**src/sv/assert_macros.svh**
```systemverilog
`ifndef ASSERT_MACROS_SVH
`define ASSERT_MACROS_SVH

// clocked assertion, inactive while in reset
`define ASSERT_CLK(label, prop, msg) \
  label: assert property (@(posedge clk_i) disable iff (!rst_ni) prop) else $error(msg);

// clocked assertion that also holds through reset
`define ASSERT_ALWAYS(label, prop, msg) \
  label: assert property (@(posedge clk_i) prop) else $error(msg);

`endif

```
**src/sv/bdsl_pkg.sv**
```systemverilog
package bdsl_pkg;

  localparam int unsigned TimeBitsDef = 32;
  localparam int unsigned NowW        = 32;
  localparam int unsigned CfgW        = 16;
  localparam int unsigned EventW      = 2;
  localparam int unsigned ApbAw       = 3;
  localparam int unsigned ApbDw       = 32;
  localparam int unsigned RegSelBit   = 2;

  localparam logic [CfgW-1:0] DebounceRst  = CfgW'(50);
  localparam logic [CfgW-1:0] LongPressRst = CfgW'(1000);

  typedef enum logic {
    REG_DEBOUNCE   = 1'b0,
    REG_LONG_PRESS = 1'b1
  } reg_idx_e;

  typedef enum logic [EventW-1:0] {
    EV_NONE  = 2'd0,
    EV_SHORT = 2'd1,
    EV_LONG  = 2'd2
  } press_event_e;

  typedef struct packed {
    logic [CfgW-1:0] debounce_time;
    logic [CfgW-1:0] long_press_time;
  } cfg_t;

endpackage

```
**src/sv/bdsl_if.sv**
```systemverilog
interface bdsl_in_if;
  import bdsl_pkg::*;

  logic            valid;
  logic            ready;
  logic            button_down;
  logic [NowW-1:0] now_ms;

  modport source (output valid, output button_down, output now_ms, input ready);
  modport sink (input valid, input button_down, input now_ms, output ready);
endinterface

interface bdsl_out_if;
  import bdsl_pkg::*;

  logic              valid;
  logic              ready;
  logic [EventW-1:0] press_event;

  modport source (output valid, output press_event, input ready);
  modport sink (input valid, input press_event, output ready);
endinterface

```
**src/sv/bdsl_core.sv**
```systemverilog
`include "assert_macros.svh"

module bdsl_core #(
  parameter int unsigned TIME_BITS = bdsl_pkg::TimeBitsDef
) (
  input  logic           clk_i,
  input  logic           rst_ni,
  input  bdsl_pkg::cfg_t cfg_i,
  bdsl_in_if.sink        in_i,
  bdsl_out_if.source     out_o
);
  import bdsl_pkg::*;

  typedef logic [TIME_BITS-1:0] time_t;

  logic         s1_valid_q;
  logic         s1_down_q;
  time_t        s1_now_q;
  logic         out_valid_q;
  press_event_e out_event_q;
  press_event_e ev_d;

  logic  raw_level_q, raw_level_d;
  logic  stable_level_q, stable_level_d;
  logic  long_fired_q, long_fired_d;
  time_t last_change_q, last_change_d;
  time_t press_start_q, press_start_d;

  time_t since_change;
  time_t since_press;
  logic  s1_fire;

  assign s1_fire    = s1_valid_q && (!out_valid_q || out_o.ready);
  assign in_i.ready = !s1_valid_q || s1_fire;

  // capture the poll, truncating or widening the timestamp
  always_ff @(posedge clk_i or negedge rst_ni) begin
    if (!rst_ni) begin
      s1_valid_q <= 1'b0;
    end else if (in_i.ready) begin
      s1_valid_q <= in_i.valid;
    end
  end

  always_ff @(posedge clk_i) begin
    if (in_i.ready && in_i.valid) begin
      s1_down_q <= in_i.button_down;
      s1_now_q  <= TIME_BITS'(in_i.now_ms);
    end
  end

  assign since_change = s1_now_q - last_change_q;
  assign since_press  = s1_now_q - press_start_d;

  always_comb begin
    raw_level_d    = raw_level_q;
    stable_level_d = stable_level_q;
    long_fired_d   = long_fired_q;
    last_change_d  = last_change_q;
    press_start_d  = press_start_q;
    ev_d           = EV_NONE;

    if (s1_down_q != raw_level_q) begin
      raw_level_d   = s1_down_q;
      last_change_d = s1_now_q;
    end else if (since_change >= TIME_BITS'(cfg_i.debounce_time) &&
                 s1_down_q != stable_level_q) begin
      stable_level_d = s1_down_q;
      if (s1_down_q) begin
        press_start_d = s1_now_q;
        long_fired_d  = 1'b0;
      end else if (!long_fired_q) begin
        ev_d = EV_SHORT;
      end
    end

    if (stable_level_d && !long_fired_d &&
        since_press >= TIME_BITS'(cfg_i.long_press_time)) begin
      long_fired_d = 1'b1;
      ev_d         = EV_LONG;
    end
  end

  always_ff @(posedge clk_i or negedge rst_ni) begin
    if (!rst_ni) begin
      raw_level_q    <= 1'b0;
      stable_level_q <= 1'b0;
      long_fired_q   <= 1'b0;
      last_change_q  <= '0;
      press_start_q  <= '0;
      out_valid_q    <= 1'b0;
    end else begin
      if (s1_fire) begin
        raw_level_q    <= raw_level_d;
        stable_level_q <= stable_level_d;
        long_fired_q   <= long_fired_d;
        last_change_q  <= last_change_d;
        press_start_q  <= press_start_d;
        out_valid_q    <= 1'b1;
      end else if (out_o.ready) begin
        out_valid_q <= 1'b0;
      end
    end
  end

  always_ff @(posedge clk_i) begin
    if (s1_fire) begin
      out_event_q <= ev_d;
    end
  end

  assign out_o.valid       = out_valid_q;
  assign out_o.press_event = out_event_q;

  `ASSERT_CLK(a_long_sets_flag, s1_fire && ev_d == EV_LONG |=> long_fired_q,
              "long press reported without setting the fired flag")
  `ASSERT_CLK(a_short_on_release, s1_fire && ev_d == EV_SHORT |=> !stable_level_q,
              "short press reported while still held")
  `ASSERT_CLK(a_raw_change_holds,
              s1_fire && (s1_down_q != raw_level_q) |=> $stable(stable_level_q),
              "stable level changed on a raw level change")
  `ASSERT_ALWAYS(a_out_after_stage, !rst_ni |=> !out_valid_q,
                 "result valid straight out of reset")

endmodule

```
**src/sv/button_debounce_short_long_press_top.sv**
```systemverilog
// Push-button debouncer with short and long press detection. Each input
// transaction is one poll (button level and millisecond timestamp) and gives
// exactly one result transaction: none, short press (on release) or long press
// (once, while held). One poll is accepted every clock cycle while the result
// side takes results; a poll passes the input register and then the result
// register, with a combinational state update between them. Registers via APB:
// 0x0 debounce time, 0x4 long press time, both in ms, 16 bits; the user treats
// them as writable only while no poll is in flight, unenforced by the block.
module button_debounce_short_long_press_top #(
  parameter int unsigned TIME_BITS = bdsl_pkg::TimeBitsDef
) (
  input  logic                       clk_i,
  input  logic                       rst_ni,
  input  logic                       psel,
  input  logic                       penable,
  input  logic                       pwrite,
  input  logic [bdsl_pkg::ApbAw-1:0] paddr,
  input  logic [bdsl_pkg::ApbDw-1:0] pwdata,
  output logic [bdsl_pkg::ApbDw-1:0] prdata,
  output logic                       pready,
  bdsl_in_if.sink                    in_i,
  bdsl_out_if.source                 out_o
);
  import bdsl_pkg::*;

  cfg_t     cfg_q;
  reg_idx_e reg_sel;

  assign reg_sel = reg_idx_e'(paddr[RegSelBit]);
  assign pready  = 1'b1;

  always_ff @(posedge clk_i or negedge rst_ni) begin
    if (!rst_ni) begin
      cfg_q.debounce_time   <= DebounceRst;
      cfg_q.long_press_time <= LongPressRst;
    end else if (psel && penable && pwrite) begin
      unique case (reg_sel)
        REG_DEBOUNCE:   cfg_q.debounce_time   <= pwdata[CfgW-1:0];
        REG_LONG_PRESS: cfg_q.long_press_time <= pwdata[CfgW-1:0];
        default:        cfg_q                 <= cfg_q;
      endcase
    end
  end

  always_comb begin
    unique case (reg_sel)
      REG_DEBOUNCE:   prdata = ApbDw'(cfg_q.debounce_time);
      REG_LONG_PRESS: prdata = ApbDw'(cfg_q.long_press_time);
      default:        prdata = '0;
    endcase
  end

  bdsl_core #(
    .TIME_BITS(TIME_BITS)
  ) u_core (
    .clk_i (clk_i),
    .rst_ni(rst_ni),
    .cfg_i (cfg_q),
    .in_i  (in_i),
    .out_o (out_o)
  );

endmodule

```
**src/flat_wrapper.sv**
```systemverilog
// flat-port wrapper written by rule: the top's interface ports become plain ports
module button_debounce_short_long_press_top_flat import bdsl_pkg::*;
#(
  parameter int unsigned TIME_BITS = bdsl_pkg::TimeBitsDef
)
  (clk_i, rst_ni, psel, penable, pwrite, paddr, pwdata, prdata, pready, in_i_valid, in_i_button_down, in_i_now_ms, in_i_ready, out_o_valid, out_o_press_event, out_o_ready);
  bdsl_in_if in_i_i ();
  bdsl_out_if out_o_i ();
  input  logic clk_i;
  input  logic rst_ni;
  input  logic psel;
  input  logic penable;
  input  logic pwrite;
  input  logic [bdsl_pkg::ApbAw-1:0] paddr;
  input  logic [bdsl_pkg::ApbDw-1:0] pwdata;
  output logic [bdsl_pkg::ApbDw-1:0] prdata;
  output logic pready;
  input wire logic [$bits(in_i_i.valid)-1:0] in_i_valid;
  input wire logic [$bits(in_i_i.button_down)-1:0] in_i_button_down;
  input wire logic [$bits(in_i_i.now_ms)-1:0] in_i_now_ms;
  output wire logic [$bits(in_i_i.ready)-1:0] in_i_ready;
  output wire logic [$bits(out_o_i.valid)-1:0] out_o_valid;
  output wire logic [$bits(out_o_i.press_event)-1:0] out_o_press_event;
  input wire logic [$bits(out_o_i.ready)-1:0] out_o_ready;
  assign in_i_i.valid = in_i_valid;
  assign in_i_i.button_down = in_i_button_down;
  assign in_i_i.now_ms = in_i_now_ms;
  assign in_i_ready = in_i_i.ready;
  assign out_o_valid = out_o_i.valid;
  assign out_o_press_event = out_o_i.press_event;
  assign out_o_i.ready = out_o_ready;
  button_debounce_short_long_press_top #(.TIME_BITS(TIME_BITS)) u_core (.clk_i(clk_i), .rst_ni(rst_ni), .psel(psel), .penable(penable), .pwrite(pwrite), .paddr(paddr), .pwdata(pwdata), .prdata(prdata), .pready(pready), .in_i(in_i_i), .out_o(out_o_i));
endmodule
```
**config.mk**
```make
export PLATFORM = sky130hd
export DESIGN_NAME = button_debounce_short_long_press_top_flat
export DESIGN_NICKNAME = d
export VERILOG_FILES = /design/src/sv/bdsl_pkg.sv /design/src/sv/bdsl_if.sv /design/src/sv/bdsl_core.sv /design/src/sv/button_debounce_short_long_press_top.sv /design/src/flat_wrapper.sv
export VERILOG_INCLUDE_DIRS = /design/src /design/src/sv
export SDC_FILE = /design/constraint.sdc
export NUM_CORES = 1
export LEC_CHECK = 0
export BUFFER_PORTS_ARGS = -buffer_cell sky130_fd_sc_hd__buf_2
export CAP_MARGIN = 20
export CORE_UTILIZATION = 25
export CTS_CLUSTER_SIZE = 24
export DETAILED_ROUTE_END_ITERATION = 10
export SLEW_MARGIN = 10
export SYNTH_ARGS = -nofsm -noshare
export SYNTH_HDL_FRONTEND = slang
export SYNTH_HIERARCHICAL = 1
export SYNTH_SLANG_ARGS = --single-unit
```
**constraint.sdc**
```tcl
create_clock -name clk_i -period 11.8 [get_ports clk_i]
set_input_delay 2.36 -clock clk_i [delete_from_list [all_inputs] [get_ports clk_i]]
set_output_delay 2.36 -clock clk_i [all_outputs]
set_load 0.02 [all_outputs]
```
==> metrics.md <==
| Metric | Value |
|---|---|
| Final-report setup violation count | 0 |
| Sw Ratio | 0.437 |
| Synth Instances | 1152 |
| Most used cell, CP | o21ai_0 |
| Synthesis-to-finish area growth | 14.1% |
| H-tree levels | 4 |
| Worst Hold Margin | between 0.4 and 0.5 ns |
| Share of layout cells above drive strength 1 | 0.212 |
| Highest clock rate | slightly above 90 MHz |
| Most common cell after layout, fill and taps aside | mux2_2 |
| Num rows | 75 |
| Max Transition Viols Final | 0 |
| Pint | between 1.5 and 2 mW |
| Vias post-DR | between 8000 and 9000 |
| Final nets | about 1400 |
| Status | finished, final reports clean |
| Register area share after synthesis | 0.331 |
| CTS Root Cell | clkbuf_16 |
| CP Max Fanout | 7 |
| First-pass GRT wire length | 47.5 mm |
| Clock-pin slew on the worst setup and hold paths | 0.07 ns |
| Seq pwr share | 0.244 |
| Initial DRC Count | roughly 600 |
| Power Dens Cells | roughly 240 nW/um^2 |
| Mapped Area | 10800 sq um |
| Max VDD drop | about 0.10 mV |
| Chip width | between 200 and 250 microns |
| Drt drc | 0 |
| Crit Path Class | register to register |
| Critical path's largest stage delay | 0.53 ns |
| Total global-route track usage | 0.139 |
| I/O Buffers | 76 |
| Synth Register Bits | ~140 |
| Syn Area/Cell | approximately 9.4 sq um |
| Initial Utilization | 0.256 |
| Clock latency on the worst-skew pair | between 0.4 and 0.5 ns |
| Final hold viol count | 0 |
| GRT overflow | 0 |
| Final Wtd Congestion | 0.907 |
| Unique masters post-synth | 92 |
| Hold Path Class | register to register |
| Worst Setup End Kind | register |
| Vias in the first global route | 8570 |
| Final Util | 0.292 |
| CTS Buf Count | 17 |
| Initial antenna violation count | 0 |
| CTS hold repair buffers | 0 |
| NetSw | about 1.3 mW |
| Core Footprint | between 40000 and 50000 sq um |
| CTS tree | yes |
| Leakage | 5.38 nW |
| Routed WL per cell | approximately 17 microns |
| Async set or reset register ratio after synthesis | 0.743 |
| Number of flops mapped to enable cells by yosys | 35 |
| Rel. slew slack | 0.369 |
| Clk_skew | approximately 0.025 ns |
| Commonest register cell after synthesis | dfrtp_1 |
| Slowest cell on the critical path | a2111oi_2 |
| Largest net degree at the start of global routing | between 60 and 70 |
| Clock share of power | 0.186 |
| Via density | between 4 and 5 |
| Hpwl dp | 23.3 mm |
| ANT nets after route | 0 |
| Pre-Repair DR Iteration Count | 5 |
| CP bufs+invs | 1 |
| DIE HEIGHT | around 210 microns |
| RSZ-0062 raised after global routing | no |
| I/O pin cnt | between 100 and 150 |
| Logic pwr share | 0.570 |
| Final Cycle Share | 0.921 |
| WL final | between 20 and 30 mm |
| Maximum clock insertion buffer count | 2 |
| Setup TNS | 0 ns |
| N_diodes | 0 |
| Period minus WS final | approximately 11 ns |
| Critical path data arrival time | around 11 ns |
| Synth warn | 6 |
| CP Launch Type | register |
| Sink Count | between 100 and 150 |
| Die ar. | 44200 sq um |
| Most frequent cells in the layout | 96 x mux2_2, 92 x dfrtp_1, 92 x inv_1 |
| Worst slew pin tran | approximately 0.95 ns |
| Cell family with most CP delay | compound AO/OA/AOI/OAI gates |
| Max Cap Violations | 0 |
| CP Data Required Time | 12.15 ns |
## cell usage after synthesis, drive strengths merged (4+ instances only)
cell / instances / area share
a211o: 8 / 0.0065
a211oi: 15 / 0.010
a21boi: 9 / 0.0062
a21o: 24 / 0.017
a21oi: 80 / 0.039
a31oi: 14 / 0.0087
and2: 6 / 0.0035
and3: 9 / 0.0052
and4: 7 / 0.0057
buf: 35 / 0.022
clkbuf: 30 / 0.011
dfrtp: 92 / 0.21
dfstp: 9 / 0.022
edfxtp: 35 / 0.097
ha: 91 / 0.11
inv: 92 / 0.032
mux2: 106 / 0.11
mux2i: 34 / 0.031
nand2: 90 / 0.031
nand2b: 20 / 0.012
nand3: 18 / 0.0088
nand4: 23 / 0.015
nand4b: 4 / 0.0046
nor2: 65 / 0.023
nor2b: 13 / 0.0075
nor3: 12 / 0.0055
nor3b: 6 / 0.0042
o2111ai: 7 / 0.0062
o211ai: 10 / 0.0069
o21a: 13 / 0.0091
o21ai: 63 / 0.029
o21bai: 6 / 0.0042
o22ai: 5 / 0.0029
or2: 4 / 0.0023
or3: 6 / 0.0035
xnor2: 18 / 0.015
xor2: 15 / 0.012
## worst register-to-register path: cells and delay by family (launching register included)
kind            cells  cell delay (ns)
simple gates       12             1.67
compound gates     27             6.45
fa+ha+maj           5             1.64
flops               1             0.46
buf+inv             1             0.15
xor+xnor            2             0.38
## kinds of logic (layout without fill, tap and decap cells)
kind of cell | after synthesis | count (layout) | share of synthesized area
multiplexers | 140 | 140 | 0.145
buffers and inverters | 157 | 215 | 0.0646
XOR/XNOR | 33 | 33 | 0.0267
other | 2 | 17 | 0.000693
flip-flops | 136 | 136 | 0.331
AO/OA/AOI/OAI | 295 | 295 | 0.182
adder cells (fa/ha/maj) | 95 | 95 | 0.111
AND/OR/NAND/NOR | 294 | 294 | 0.139
## final cells by class
| cell class | instances | area [sq um] |
|---|---|---|
| Clock inverter | 13 | 145 |
| Timing Repair Buffer | 91 | 495 |
| Inverter | 92 | 345 |
| Clock buffer | 19 | 443 |
| Multi-Input combinational cell | 874 | 6630 |
| Fill cell | 4429 | 30000 |
| Sequential cell | 136 | 3590 |
| Tap cell | 577 | 722 |
## what timing repair did
action | 4_1_cts | 5_1_grt
hold endpoints to repair | 0 | 0
resized for setup | 0 | 6
setup buffers | 0 | 7
endpoints found under the setup margin | 0 | 2
## sequential cells by signal, indices dropped and copies added, names as in the netlist
name and cells:
u_core/cfg_q 32, u_core/u_core/last_change_q 32, u_core/u_core/press_start_q 32, u_core/u_core/s1_now_q 32
u_core/u_core/out_o.press_event 2, u_core/u_core/long_fired_q 1, u_core/u_core/out_o.valid 1, u_core/u_core/raw_level_q 1
u_core/u_core/s1_down_q 1, u_core/u_core/s1_valid_q 1, u_core/u_core/stable_level_q 1
## final timing paths
| check | start | end | slack, ns | cells after the start |
|---|---|---|---|---|
| setup / recovery | u_core/u_core/s1_now_q[1] | u_core/u_core/long_fired_q | 0.94 | 47 |
| min in group asynchronous | rst_ni | u_core/u_core/long_fired_q | 1.88 | 1 |
| max in group asynchronous | rst_ni | u_core/u_core/last_change_q[15] | 8.65 | 2 |
| hold reg to reg | u_core/u_core/last_change_q[10] | u_core/u_core/last_change_q[10] | 0.48 | 2 |
| hold / removal | u_core/u_core/last_change_q[10] | u_core/u_core/last_change_q[10] | 0.48 | 2 |
| setup reg to reg | u_core/u_core/s1_now_q[1] | u_core/u_core/long_fired_q | 0.94 | 47 |
## layer usage
layer  vias to the layer above  track usage  wire [microns]
met5                         -            0               0
met4                         0       0.0569             761
met3                        38       0.0247            1250
met1                      4187        0.192           14800
li1                       4298            -               -
met2                       201        0.213           13000
## metrics by stage
step / worst slack, ns / total power, mW / std cells / cell area, sq um
global placement: 0.880 / 2.34 / 1763 / 11700
finish: 0.937 / 2.91 / 1802 / 12400
CTS: 0.837 / 2.92 / 1795 / 12300
floorplan: 2.62 / 1.97 / 1167 / 10900
global route: 0.0286 / 3.18 / 1802 / 12400
detailed placement: 0.866 / 2.36 / 1763 / 11700
## power by group through the flow
| stage | logic, mW | clock network [mW] | registers, mW |
|---|---|---|---|
| after CTS | 1.65 | 0.559 | 0.711 |
| final | 1.66 | 0.542 | 0.710 |
| after global routing | 1.87 | 0.581 | 0.731 |
| after floorplan | 1.28 | 0 | 0.690 |
| after global placement | 1.63 | 0 | 0.711 |
| after detailed placement | 1.64 | 0 | 0.719 |
(Power assumes the default switching activity.)
